[config.mk]
export PLATFORM = sky130hd
export DESIGN_NAME = i2c_master_byte_sequencer_unit
export DESIGN_NICKNAME = d
export VERILOG_FILES = /design/src/rtl/core/i2cbs_pkg.sv /design/src/rtl/core/i2c_master_byte_sequencer_unit.sv /design/src/rtl/core/i2cbs_front.sv /design/src/rtl/core/i2cbs_queue.sv /design/src/rtl/core/i2cbs_back.sv
export SDC_FILE = /design/constraint.sdc
export NUM_CORES = 1
export LEC_CHECK = 0
export BUFFER_PORTS_ARGS = -buffer_cell sky130_fd_sc_hd__buf_2
export CAP_MARGIN = 10
export CORE_MARGIN = 1.5
export CORE_UTILIZATION = 51
export CTS_CLUSTER_SIZE = 28
export DETAILED_ROUTE_END_ITERATION = 16
export MAX_ROUTING_LAYER = met4
export PLACE_DENSITY = 0.71
export SETUP_SLACK_MARGIN = 0.5
export SYNTH_ARGS = -nofsm -noshare
export SYNTH_HDL_FRONTEND = slang
export SYNTH_SLANG_ARGS = --single-unit
[constraint.sdc]
create_clock -name clk -period 2.9 [get_ports clk]
set_input_delay 0.29 -clock clk [delete_from_list [all_inputs] [get_ports clk]]
set_output_delay 0.29 -clock clk [all_outputs]
set_load 0.005 [all_outputs]
[src/rtl/core/i2cbs_pkg.sv]
// Shared types and constants for the I2C master byte sequencer.
package i2cbs_pkg;

  localparam int unsigned QDEPTH = 2;
  localparam int unsigned QPTR_W = (QDEPTH > 1) ? $clog2(QDEPTH) : 1;
  localparam int unsigned QCNT_W = $clog2(QDEPTH + 1);

  localparam logic [15:0] BIT_DELAY_RESET = 16'd16;

  // Command codes match the action field encoding.
  typedef enum logic [2:0] {
    CMD_INIT  = 3'd0,
    CMD_START = 3'd1,
    CMD_STOP  = 3'd2,
    CMD_WRITE = 3'd3,
    CMD_READ  = 3'd4
  } cmd_e_t;

  typedef struct packed {
    cmd_e_t      op;
    logic [7:0]  tx_byte;
    logic        send_ack;
    logic [7:0]  data_samples;
    logic        ack_sample;
  } cmd_item_t;

  typedef enum logic [1:0] {
    BK_IDLE,
    BK_HOLD,
    BK_SHOW
  } back_state_t;

endpackage

[src/rtl/core/i2c_master_byte_sequencer_unit.sv]
// Top level of the I2C master byte sequencer.
//
// Usage: each request on the input channel (in_valid/in_stall) carries one
// command: init, start, stop, write byte or read byte. Actions 5 to 7 are
// accepted and discarded without any result. Each command produces a run of
// results on the output channel (out_valid/out_stall), one per bus phase,
// giving the SCL level, the SDA level and whether the master drives SDA.
// The last phase of a command is flagged; it carries the read byte for a
// read and the sampled acknowledge for a write.
// Timing: every phase is held while the hold counter, loaded from bit_delay,
// counts down, and is then offered until it is taken; the sequencer passes
// through idle between commands. A write takes 26 phases, a read 20, init 1,
// start 3 and stop 2. A two-entry command queue lets new requests be taken
// while the sequencer is still working or waiting on a stalled result.
// A stalled result holds all its fields and the sequencer waits; once the
// queue is full, in_stall goes high. bit_delay is written over the cfg
// channel, which is always ready; it must be written only while the block
// is idle, and the block itself does not enforce this.
// Reset (rst, synchronous) empties the queue, sets bit_delay to 16 and puts
// the pins at SCL high, SDA high and SDA released.
module i2c_master_byte_sequencer_unit import i2cbs_pkg::*; (
  input  logic        clk,
  input  logic        rst,
  input  logic        cfg_valid,
  output logic        cfg_ready,
  input  logic [15:0] bit_delay,
  input  logic        in_valid,
  output logic        in_stall,
  input  logic [2:0]  action,
  input  logic [7:0]  tx_byte,
  input  logic        send_ack,
  input  logic [7:0]  data_samples,
  input  logic        ack_sample,
  output logic        out_valid,
  input  logic        out_stall,
  output logic        scl_level,
  output logic        sda_level,
  output logic        sda_drive,
  output logic        last_phase,
  output logic [7:0]  rx_byte,
  output logic        ack_seen
);

  logic              push;
  cmd_item_t         push_item;
  logic              pop;
  logic              q_valid;
  logic              q_full;
  cmd_item_t         head;
  logic [QCNT_W-1:0] q_count;

  assign cfg_ready = 1'b1;

  i2cbs_front u_front (
    .in_valid     (in_valid),
    .in_stall     (in_stall),
    .action       (action),
    .tx_byte      (tx_byte),
    .send_ack     (send_ack),
    .data_samples (data_samples),
    .ack_sample   (ack_sample),
    .q_full       (q_full),
    .push         (push),
    .push_item    (push_item)
  );

  i2cbs_queue u_queue (
    .clk       (clk),
    .rst       (rst),
    .push      (push),
    .push_item (push_item),
    .pop       (pop),
    .q_valid   (q_valid),
    .q_full    (q_full),
    .head      (head),
    .count     (q_count)
  );

  i2cbs_back u_back (
    .clk        (clk),
    .rst        (rst),
    .cfg_we     (cfg_valid && cfg_ready),
    .cfg_data   (bit_delay),
    .q_valid    (q_valid),
    .head       (head),
    .pop        (pop),
    .out_valid  (out_valid),
    .out_stall  (out_stall),
    .scl_level  (scl_level),
    .sda_level  (sda_level),
    .sda_drive  (sda_drive),
    .last_phase (last_phase),
    .rx_byte    (rx_byte),
    .ack_seen   (ack_seen)
  );

  // Read byte and acknowledge appear only on the final phase of a command.
  a_status_on_last: assert property (@(posedge clk) disable iff (rst)
    out_valid && !last_phase |-> rx_byte == 8'd0 && !ack_seen)
    else $error("status fields set on a non-final phase");

  // Nothing is offered in the cycle after reset.
  a_reset_quiet: assert property (@(posedge clk)
    rst |=> !out_valid)
    else $error("result offered right after reset");

  // The input side stalls only when the queue is really full.
  a_stall_full: assert property (@(posedge clk) disable iff (rst)
    in_stall |-> q_count == QCNT_W'(QDEPTH))
    else $error("input stalled with room in the queue");

  // No command is pushed into a full queue, so none is lost.
  a_no_push_full: assert property (@(posedge clk) disable iff (rst)
    q_full |-> !push)
    else $error("push into a full queue");

endmodule

[src/rtl/core/i2cbs_front.sv]
// Front end: accepts requests, drops unknown actions, pushes commands.
module i2cbs_front import i2cbs_pkg::*; (
  input  logic            in_valid,
  output logic            in_stall,
  input  logic [2:0]      action,
  input  logic [7:0]      tx_byte,
  input  logic            send_ack,
  input  logic [7:0]      data_samples,
  input  logic            ack_sample,
  input  logic            q_full,
  output logic            push,
  output cmd_item_t       push_item
);

  logic known;

  always_comb begin
    unique case (action)
      CMD_INIT, CMD_START, CMD_STOP, CMD_WRITE, CMD_READ: known = 1'b1;
      default: known = 1'b0;
    endcase
  end

  assign in_stall = q_full;
  // Unknown actions are taken and discarded; they produce no bus phases.
  assign push = in_valid && !q_full && known;

  always_comb begin
    push_item.op           = cmd_e_t'(action);
    push_item.tx_byte      = tx_byte;
    push_item.send_ack     = send_ack;
    push_item.data_samples = data_samples;
    push_item.ack_sample   = ack_sample;
  end

endmodule

[src/rtl/core/i2cbs_queue.sv]
// Short command queue between the front end and the bus sequencer.
module i2cbs_queue import i2cbs_pkg::*; (
  input  logic              clk,
  input  logic              rst,
  input  logic              push,
  input  cmd_item_t         push_item,
  input  logic              pop,
  output logic              q_valid,
  output logic              q_full,
  output cmd_item_t         head,
  output logic [QCNT_W-1:0] count
);

  cmd_item_t         entries [QDEPTH];
  logic [QPTR_W-1:0] wr_ptr;
  logic [QPTR_W-1:0] rd_ptr;

  assign q_valid = (count != '0);
  assign q_full  = (count == QCNT_W'(QDEPTH));
  assign head    = entries[rd_ptr];

  always_ff @(posedge clk) begin
    if (rst) begin
      wr_ptr <= '0;
      rd_ptr <= '0;
      count  <= '0;
    end else begin
      if (push) begin
        wr_ptr <= (wr_ptr == QPTR_W'(QDEPTH - 1)) ? '0 : wr_ptr + 1'b1;
      end
      if (pop) begin
        rd_ptr <= (rd_ptr == QPTR_W'(QDEPTH - 1)) ? '0 : rd_ptr + 1'b1;
      end
      if (push && !pop) begin
        count <= count + 1'b1;
      end else if (pop && !push) begin
        count <= count - 1'b1;
      end
    end
  end

  always_ff @(posedge clk) begin
    if (push) begin
      entries[wr_ptr] <= push_item;
    end
  end

endmodule

[src/rtl/core/i2cbs_back.sv]
// Bus sequencer: walks each command through its pin phases and holds each phase.
module i2cbs_back import i2cbs_pkg::*; (
  input  logic        clk,
  input  logic        rst,
  input  logic        cfg_we,
  input  logic [15:0] cfg_data,
  input  logic        q_valid,
  input  cmd_item_t   head,
  output logic        pop,
  output logic        out_valid,
  input  logic        out_stall,
  output logic        scl_level,
  output logic        sda_level,
  output logic        sda_drive,
  output logic        last_phase,
  output logic [7:0]  rx_byte,
  output logic        ack_seen
);

  back_state_t state;
  back_state_t state_next;
  logic [15:0] bit_delay;
  logic [15:0] dcnt;
  cmd_item_t   cur;
  logic [7:0]  tx_sh;
  logic [1:0]  sub;
  logic [3:0]  bitcnt;
  logic        scl_r;
  logic        sda_r;
  logic        en_r;

  logic nscl, nsda, nen, last, sub_end, rb_done, do_wb, do_rb, wb_val;
  logic accept;

  // Phase decode: the pin levels after this phase's update.
  always_comb begin
    nscl    = scl_r;
    nsda    = sda_r;
    nen     = en_r;
    last    = 1'b0;
    sub_end = 1'b0;
    rb_done = 1'b0;
    do_wb   = 1'b0;
    do_rb   = 1'b0;
    wb_val  = 1'b0;
    unique case (cur.op)
      CMD_INIT: begin
        nen  = 1'b1;
        nscl = 1'b1;
        nsda = 1'b1;
        last = 1'b1;
      end
      CMD_START: begin
        unique case (sub)
          2'd0: begin
            nscl = 1'b1;
            nsda = 1'b1;
          end
          2'd1: nsda = 1'b0;
          default: begin
            nscl = 1'b0;
            last = 1'b1;
          end
        endcase
      end
      CMD_STOP: begin
        if (sub == 2'd0) begin
          nscl = 1'b1;
        end else begin
          nsda = 1'b1;
          last = 1'b1;
        end
      end
      CMD_WRITE: begin
        if (!bitcnt[3]) begin
          do_wb  = 1'b1;
          wb_val = tx_sh[7];
        end else begin
          do_rb = 1'b1;
          last  = sub[0];
        end
      end
      CMD_READ: begin
        if (!bitcnt[3]) begin
          do_rb = 1'b1;
        end else if (!bitcnt[0]) begin
          do_wb  = 1'b1;
          wb_val = !cur.send_ack;
        end else begin
          last = 1'b1;
        end
      end
      default: last = 1'b1;
    endcase

    if (do_wb) begin
      unique case (sub)
        2'd0: begin
          nsda = wb_val;
          nscl = 1'b1;
        end
        2'd1: nscl = 1'b0;
        default: begin
          nsda    = 1'b0;
          sub_end = 1'b1;
        end
      endcase
    end
    if (do_rb) begin
      if (sub == 2'd0) begin
        nsda = 1'b1;
        nscl = 1'b1;
        nen  = 1'b0;
      end else begin
        nscl    = 1'b0;
        sub_end = 1'b1;
        rb_done = 1'b1;
      end
    end
  end

  assign scl_level  = nscl;
  assign sda_level  = nsda;
  assign sda_drive  = nen;
  assign last_phase = last;
  assign rx_byte    = (last && cur.op == CMD_READ) ? cur.data_samples : 8'd0;
  assign ack_seen   = last && cur.op == CMD_WRITE && cur.ack_sample;

  // Next state.
  always_comb begin
    state_next = state;
    unique case (state)
      BK_IDLE: if (q_valid) state_next = BK_HOLD;
      BK_HOLD: if (dcnt <= 16'd1) state_next = BK_SHOW;
      BK_SHOW: if (!out_stall) state_next = last ? BK_IDLE : BK_HOLD;
      default: state_next = BK_IDLE;
    endcase
  end

  // Outputs of the state machine.
  always_comb begin
    pop       = 1'b0;
    out_valid = 1'b0;
    unique case (state)
      BK_IDLE: pop = q_valid;
      BK_SHOW: out_valid = 1'b1;
      default: begin
        pop       = 1'b0;
        out_valid = 1'b0;
      end
    endcase
  end

  assign accept = out_valid && !out_stall;

  always_ff @(posedge clk) begin
    if (rst) begin
      state     <= BK_IDLE;
      bit_delay <= BIT_DELAY_RESET;
      scl_r     <= 1'b1;
      sda_r     <= 1'b1;
      en_r      <= 1'b0;
      sub       <= '0;
      bitcnt    <= '0;
      dcnt      <= '0;
    end else begin
      state <= state_next;
      if (cfg_we) begin
        bit_delay <= cfg_data;
      end
      if (pop) begin
        dcnt   <= bit_delay;
        sub    <= '0;
        bitcnt <= '0;
      end else if (state == BK_HOLD) begin
        dcnt <= dcnt - 1'b1;
      end
      if (accept) begin
        scl_r <= nscl;
        sda_r <= nsda;
        // SDA is driven again once a read bit's clock pulse ends.
        en_r  <= rb_done ? 1'b1 : nen;
        dcnt  <= bit_delay;
        if (last) begin
          sub    <= '0;
          bitcnt <= '0;
        end else if (sub_end) begin
          sub    <= '0;
          bitcnt <= bitcnt + 1'b1;
        end else begin
          sub <= sub + 1'b1;
        end
      end
    end
  end

  always_ff @(posedge clk) begin
    if (pop) begin
      cur   <= head;
      tx_sh <= head.tx_byte;
    end else if (accept && do_wb && sub_end) begin
      tx_sh <= {tx_sh[6:0], 1'b0};
    end
  end

endmodule
==> results of run 1 <==
flip-flops by register name (all words and copies together) (netlist names), 2 cells and up, named ones only:
name / cells
u_back.bitcnt: 4
u_queue.entries: 42
u_back.state: 2
u_back.sub: 2
u_back.bit_delay: 16
u_back.tx_sh: 8
u_back.cur: 13
u_queue.count: 2
u_back.dcnt: 16
layer usage:
layer  wire length (um)  share of wire (%)  track usage (%)  vias to the layer above
met2               4340                 48             31.1                       75
met4                 97                1.1             4.98                        0
met1               4190                 47             25.3                     1620
met3                382                4.2             4.09                        9
li1                   -                  -                -                     1661
met5                  0                  0                -                        -
worst max-delay path, stage by stage, from the launching register on:
cell and delay, ns:
edfxtp_1 0.42, or3b_4 0.39, o31a_1 0.29, nor2_2 0.11
mux2_4 0.31, o21ai_1 0.11, buf_2 0.12
cells in the final DEF, fill, tap and decap left out, types with 3 or more instances in the layout:
| cell | synthesis | layout |
|---|---|---|
| inv_1 | 14 | 14 |
| or2_2 | 3 | 3 |
| mux2_2 | 15 | 14 |
| nor3_1 | 15 | 15 |
| or3_1 | 9 | 9 |
| clkbuf_8 | 0 | 9 |
| and2_1 | 9 | 9 |
| o21ai_2 | 0 | 3 |
| buf_2 | 4 | 56 |
| nor2_1 | 45 | 40 |
| a211oi_1 | 8 | 7 |
| ha_1 | 7 | 6 |
| mux2i_1 | 24 | 24 |
| edfxtp_1 | 63 | 63 |
| nor2b_1 | 7 | 7 |
| nand3_1 | 6 | 6 |
| xor2_1 | 5 | 5 |
| a21oi_1 | 18 | 18 |
| o21ai_1 | 4 | 5 |
| nand2_1 | 24 | 24 |
| clkinv_8 | 0 | 3 |
| o211ai_1 | 4 | 4 |
| a211o_1 | 3 | 3 |
| nand2b_1 | 3 | 3 |
| nor2_2 | 0 | 3 |
| dfxtp_1 | 48 | 46 |
| o21ai_0 | 18 | 14 |
| xnor2_1 | 6 | 6 |
| buf_4 | 2 | 14 |
power breakdown:
group	switching, mW	internal (mW)
Clock	0.591	0.358
Sequential	0.195	2.07
Combinational	0.912	0.678
Total	1.70	3.10
logic make-up after synthesis:
family | count (synthesis)
and+or+nand+nor | 138
DFF | 111
AOI/OAI and AO/OA | 81
muxes | 39
buffers and inverters | 35
xor gates and xnor gates | 11
adders and majority gates | 7
other | 1
what timing repair did:
action / 4_1_cts / 5_1_grt
setup endpoints to repair: 20 / 23
gates cloned: 0 / 0
gates resized for setup: 7 / 15
pin swaps: 4 / 4
buffers inserted: 5 / 1
endpoints found under the hold margin: 0 / 0
cell type report:
type                    count  share of cell area (%)
multi-input cells         277                    34.3
inverters                  14                   0.937
clock inverters             7                    1.67
clock buffers               9                    2.21
repair buffers             71                    7.07
well taps                 129                    2.88
flip-flops and latches    111                    50.9
through the flow:
step           area (um2)  utilization, %
6_report             5610            60.7
3_5_place_dp         5270            57.0
4_1_cts              5540            60.0
5_1_grt              5610            60.7
2_1_floorplan        4850               -
3_3_place_gp         5270            57.0
final timing paths:
| path | from | endpoint |
|---|---|---|
| worst max-delay path | u_back.cur[19] | scl_level |
| worst min-delay path | tx_byte[7] | u_queue.entries[0][17] |
| worst max register to register | u_back.sub[1] | u_back.tx_sh[2] |
| worst min register to register | u_back.bit_delay[1] | u_back.dcnt[1] |
==> metrics, run 1 <==
total power=4.80 mW; post-synthesis async set-or-reset flop share=0%; Initial Util=52.4%; commonest cells in the synthesized netlist=edfxtp_1, dfxtp_1, nor2_1; CTS clk-pin slew, worst paths=0.12 ns; Routed Antenna Nets=0; Clock Tree Root=clkbuf_8; WL/cell=14.6 um; Hold Fails Final Rpt=0; vias in the first global route=3152; Mapped Nets=472; via count=3365; Final #Nets=533; Syn Area/Cell=11.5 um2; Compound-Gate Fraction of Synth Area=11.2%; R2R Setup Slk=0.66 ns; Worst Tran Pin Value=0.838 ns; XOR/XNOR Fraction of Synth Area=1.99%; simple-gate share of the synthesized area=14.7%; fmax=412 MHz; Hold Buf Count CTS=0; HPWL Detailed=6100 um; clock tree sinks=111; synthesized flop and latch total=111; cells after synthesis=423; unrepaired setup endpoints after global routing=yes; sequential area share after synthesis=58.9%; Slew Limit Fails=0; core region area=0.00924 mm2; die span in x=100 um; post-synthesis mux area share=8.44%; DIE AREA=0.0101 mm2; CTS tree=yes; Synth top area share=39.0%; top post-synthesis cells by area=edfxtp_1, dfxtp_1, mux2i_1; Area growth syn-to-layout=15.7%; clock tree buffer depth=2; GP Congestion=0.864; via-per-instance ratio=5.44; Synth Area in Adders=1.81%; IO Port Bufs=56; Max IR drop VDD=0.000411 V; Hold Path Class=input pin to flop; filler cell count=739; share of cells above drive strength 1=25.8%; most frequent cell after synthesis=edfxtp_1; Syn Std Cell Area=0.00485 mm2; status=completed; PwrDens=856 mW/mm2; largest area contributor in the netlist=edfxtp_1; Multi-input gate area=0.00192 mm2; largest net degree at the start of global routing=46; CTS buffer count=9; antenna violations before repair=0; placed cell count=596; setup_tns=0 ns; EDFF count, synth=63; nature of the critical path startpoint=flop; Skew-Pair Late Insertion Delay=0.38 ns; Yosys Warn Count=0; register area=0.00286 mm2; post-synthesis cell type count=62; final wirelength=9020 um; worst relative slew slack=44.1%; die height=100 um; drt drc=0; Overall Global Routing Usage=19.4%; critical path peak fanout=2; PnR worst setup slack=0.474 ns; Fin Clk Skew=0.0218 ns; Worst R2R Path Depth=7; pre-CTS setup slack=0.468 ns; Worst Hold Depth=1; WS Path Type=flop to output pin; first-pass GRT wire length=14900 um; Non-Filler Instances=618; setup violators final=0; LEAKAGE=2.14 nW; Rows=35; top_reg_cell synth=edfxtp_1; htree depth=3; largest family of logic cells by synthesized area=simple AND/OR/NAND/NOR gates; hold_ws=0.0891 ns; ant diodes=0; drt first-iter violations=106; drt first pass iters=4; minimum clock period=2.43 ns; max_cap viols=0; CP Data Required Time=2.61 ns; CP endpoint kind=output pin; Top Ports=58; Arrival @ worst endpoint=2.14 ns; GRT overflow=0; period utilization=83.7%
Note: power is estimated with default switching activity, not from simulation.
==> inputs of run 2 (changes only) <==
Clock period 2.9 ns to 2.5 ns, I/O delays scaled along.
==> metrics, run 2 (synthesized netlist as in run 1, its figures left out) <==
Worst R2R Path Depth=8; GRT overflow=0; IO Port Bufs=56; HPWL Detailed=6190 um; Min-Delay Endpoint=u_queue.entries[0][1]; Hold Buf Count CTS=0; Overall Global Routing Usage=20.6%; Most flops, register=u_queue.entries; antenna violations before repair=0; period utilization=94.7%; register area=0.00286 mm2; CP endpoint kind=output pin; CTS buffer count=9; clock tree buffer depth=2; CTS clk-pin slew, worst paths=0.12 ns; share of cells above drive strength 1=30.6%; most common cell after layout, fill and taps aside=edfxtp_1; Worst Hold Depth=1; Multi-input gate area=0.00200 mm2; DIE AREA=0.0101 mm2; first-pass GRT wire length=15800 um; final wirelength=9640 um; max_cap viols=0; clock tree sinks=111; ant diodes=0; htree depth=3; Top Ports=58; Clock Tree Root=clkbuf_8; largest net degree at the start of global routing=46; drt first pass iters=6; nature of the critical path startpoint=flop; die height=100 um; Final #Nets=550; CP Data Required Time=2.25 ns; crit path launch=u_back.cur[18]; minimum clock period=2.37 ns; filler cell count=753; R2R Setup Slk=0.33 ns; fmax=423 MHz; core region area=0.00924 mm2; status=completed; setup_tns=0 ns; Largest register FFs=42; GP Congestion=0.902; drt first-iter violations=177; Reg2Reg Capture Point=u_back.sub[0]; Slew Limit Fails=0; vias in the first global route=3290; Max IR drop VDD=0.000585 V; drt drc=0; Skew-Pair Late Insertion Delay=0.37 ns; LEAKAGE=2.24 nW; PwrDens=983 mW/mm2; WS Path Type=flop to output pin; Routed Antenna Nets=0; Rows=35; Worst Tran Pin Value=0.838 ns; CTS tree=yes; unrepaired setup endpoints after global routing=yes; setup violators final=0; Arrival @ worst endpoint=2.12 ns; via count=3419; worst relative slew slack=44.1%; commonest non-fill, non-tap cells in the layout=edfxtp_1, buf_2, dfxtp_1; critical path peak fanout=2; HP Start=data_samples[0]; Initial Util=52.4%; via-per-instance ratio=5.38; Fin Clk Skew=0.0166 ns; Hold Fails Final Rpt=0; RR Startpoint=u_back.cur[18]; WL/cell=15.2 um; die span in x=100 um; Area growth syn-to-layout=20.0%; Top Registers=u_queue.entries (42), u_back.bit_delay (16), u_back.dcnt (16); Hold Path Class=input pin to flop; final design utilization=63.0%
[run 2: power by group]
group	leakage [nW]	switching [mW]	internal [mW]	total (mW)
logic	1.16	1.14	0.919	2.06
registers	0.981	0.220	2.40	2.62
clock network	0.101	0.646	0.393	1.04
[run 2: cell type report]
type | instances | area share [%]
Clock buffer | 9 | 2.13
Clock inverter | 7 | 1.16
Inverter | 14 | 0.946
Multi-Input combinational cell | 277 | 34.4
Sequential cell | 111 | 49.1
Tap cell | 129 | 2.77
Timing Repair Buffer | 88 | 9.44
[run 2: repair_timing]
action,in CTS,in global routing
pin swaps,17,11
resized for setup,30,11
setup endpoints to repair,25,37
setup buffers,16,5
[run 2: how the worst max path moves through the flow]
| stage | endpoint | cells past startpoint |
|---|---|---|
| floorplan | u_queue.entries[0][0] | 3 |
| global placement | u_back.tx_sh[0] | 6 |
| detailed placement | u_back.tx_sh[3] | 6 |
| CTS | scl_level | 6 |
| global route | scl_level | 6 |
| finish | scl_level | 6 |
[run 2: stage by stage]
| step | cells | cell area, um2 | hold slack [ns] | worst slack [ns] | power, mW |
|---|---|---|---|---|---|
| floorplan | 423 | 4870 | 0.349 | 0.475 | 3.92 |
| global placement | 598 | 5310 | 0.438 | 0.364 | 4.36 |
| detailed placement | 598 | 5310 | 0.442 | 0.296 | 4.42 |
| CTS | 630 | 5720 | 0.0414 | 0.0635 | 5.63 |
| global route | 635 | 5820 | 0.0346 | 0.0416 | 6.08 |
| finish | 635 | 5820 | 0.0580 | 0.133 | 5.72 |
[run 2: routing by layer]
metal / vias to the layer above / track usage, % / share of wire, %
met1: 1627 / 28.0 / 47
met4: 0 / 5.09 / 1.3
met2: 82 / 32.3 / 48
met5: - / - / 0
li1: 1700 / - / -
met3: 10 / 3.74 / 3.5
[run 2: worst max-delay path, cell delays in order, from the launching register on]
cell and delay [ns]:
edfxtp_1 0.41, or3b_4 0.41, o31a_1 0.28, nor2_2 0.11, mux2_4 0.31, o21ai_1 0.10, buf_2 0.12
==> inputs of run 3 (changes only) <==
Settings changed: CORE_ASPECT_RATIO from default to 1.2, HOLD_SLACK_MARGIN from default to 0.08, PLACE_DENSITY 0.71 to 0.76.
==> metrics, run 3 (synthesized netlist as in run 1, its figures left out) <==
status=completed; Initial Util=53.1%; largest net degree at the start of global routing=46; Hold Fails Final Rpt=0; share of cells above drive strength 1=27.6%; core region area=0.00913 mm2; worst relative slew slack=43.9%; setup violators final=0; Largest register FFs=42; Routed Antenna Nets=0; CP endpoint kind=output pin; Rows=38; period utilization=97.7%; Area growth syn-to-layout=22.2%; crit-path cells=or3b_4, o31a_1, nor2_2, mux2_4, o21ai_2, buf_2; DIE AREA=0.0101 mm2; commonest non-fill, non-tap cells in the layout=edfxtp_1, buf_2, dfxtp_1; Comb pwr share=35.2%; LEAKAGE=2.27 nW; Overall Global Routing Usage=20.9%; CP Data Required Time=2.25 ns; HPWL Detailed=6150 um; switching pwr=2.03 mW; slowest stage cell, crit path=or3b_4; CTS clk-pin slew, worst paths=0.12 ns; Sequential Power Share=46.0%; Sw Ratio=35.6%; Most flops, register=u_queue.entries; GRT overflow=0; max incr delay on CP=0.43 ns; antenna violations before repair=0; htree depth=3; die span in x=92.0 um; max_cap viols=0; drt drc=0; vias in the first global route=3497; via-per-instance ratio=5.46; clock tree buffer depth=2; clock tree sinks=111; Skew-Pair Late Insertion Delay=0.39 ns; fmax=410 MHz; WL/cell=15.2 um; final wirelength=9740 um; Slew Limit Fails=0; ant diodes=0; Hold Path Class=input pin to flop; Arrival @ worst endpoint=2.19 ns; IO Port Bufs=56; CTS buffer count=9; Top Ports=58; CTS tree=yes; Max IR drop VDD=0.000557 V; via count=3502; drt first-iter violations=199; GP Congestion=0.878; critical path peak fanout=2; Clock Power Share=18.8%; die height=110 um; PwrDens=963 mW/mm2; first-pass GRT wire length=15800 um; Clock Tree Root=clkbuf_8; unrepaired setup endpoints after global routing=yes; Final #Nets=565; setup_tns=0 ns; Worst Tran Pin Value=0.841 ns; WS Path Type=flop to output pin; nature of the critical path startpoint=flop; minimum clock period=2.44 ns; Fin Clk Skew=0.0119 ns; most common cell after layout, fill and taps aside=edfxtp_1; drt first pass iters=4; Top Registers=u_queue.entries (42), u_back.bit_delay (16), u_back.dcnt (16); total power=5.70 mW; Pint=3.67 mW
run 3: cell count changes in the layout (fill, tap and decap cells not counted), moves of 2 or more:
cell and delta:
and2_1 +2, and2_4 -2, buf_4 -4, buf_6 -3
clkinv_4 -2, dlygate4sd3_1 +22, inv_6 +3, inv_8 -2
run 3: power by group through the flow:
stage | Combinational, mW | Clock, mW | Sequential (mW)
after floorplan | 1.32 | 0 | 2.60
after global placement | 1.73 | 0 | 2.63
after detailed placement | 1.78 | 0 | 2.65
after CTS | 1.89 | 1.09 | 2.61
after global routing | 2.22 | 1.15 | 2.66
final | 2.01 | 1.07 | 2.62
run 3: critical path, delay by kind of cell (launching register included):
kind,cells,cell delay [ns]
DFF,1,0.42
AOI/OAI and AO/OA,2,0.40
buffers and inverters,1,0.12
muxes,1,0.32
and+or+nand+nor,2,0.54
run 3: per-stage QoR:
step / utilization, % / hold WS (ns) / setup slack, ns / cells / area [um2]
after floorplan: - / 0.349 / 0.475 / 423 / 4870
after global placement: 58.1 / 0.438 / 0.352 / 590 / 5300
after detailed placement: 58.1 / 0.442 / 0.264 / 590 / 5300
after CTS: 63.9 / 0.0854 / -0.00899 / 635 / 5830
after global routing: 64.8 / 0.0862 / -0.0234 / 641 / 5920
final: 64.8 / 0.0947 / 0.0586 / 641 / 5920
run 3: final timing paths:
path / start / depth (start not counted) / endpoint / slack, ns
worst max register to register: u_back.cur[18] / 6 / u_back.tx_sh[4] / 0.34
worst min-delay path: bit_delay[9] / 3 / u_back.bit_delay[9] / 0.09
worst max-delay path: u_back.cur[18] / 6 / scl_level / 0.06
worst min register to register: u_back.bit_delay[1] / 2 / u_back.dcnt[1] / 0.47
run 3: what timing repair did:
item	4_1_cts	5_1_grt
hold buffers	22	0
endpoints found under the hold margin	43	0
endpoints found under the setup margin	25	33
setup buffers	7	6
cloned	0	0
resized for setup	18	11
pin swaps	9	5
run 3: layout make-up:
cell class,instances,area [um2]
fillers,742,3210
flip-flops and latches,111,2860
multi-input cells,277,1970
repair buffers,103,696
well taps,120,150
clock buffers,9,124
clock inverters,7,72.6
inverters,14,52.6
run 3: per-layer routing:
| layer | part of all wire (%) | track usage, % | wire [um] | up-vias |
|---|---|---|---|---|
| met3 | 3.5 | 4.63 | 338 | 21 |
| met1 | 42 | 22.6 | 4070 | 1678 |
| met2 | 52 | 36.4 | 5050 | 76 |
| met5 | 0 | - | 0 | - |
| met4 | 2.9 | 10.4 | 280 | 0 |
| li1 | - | - | - | 1727 |
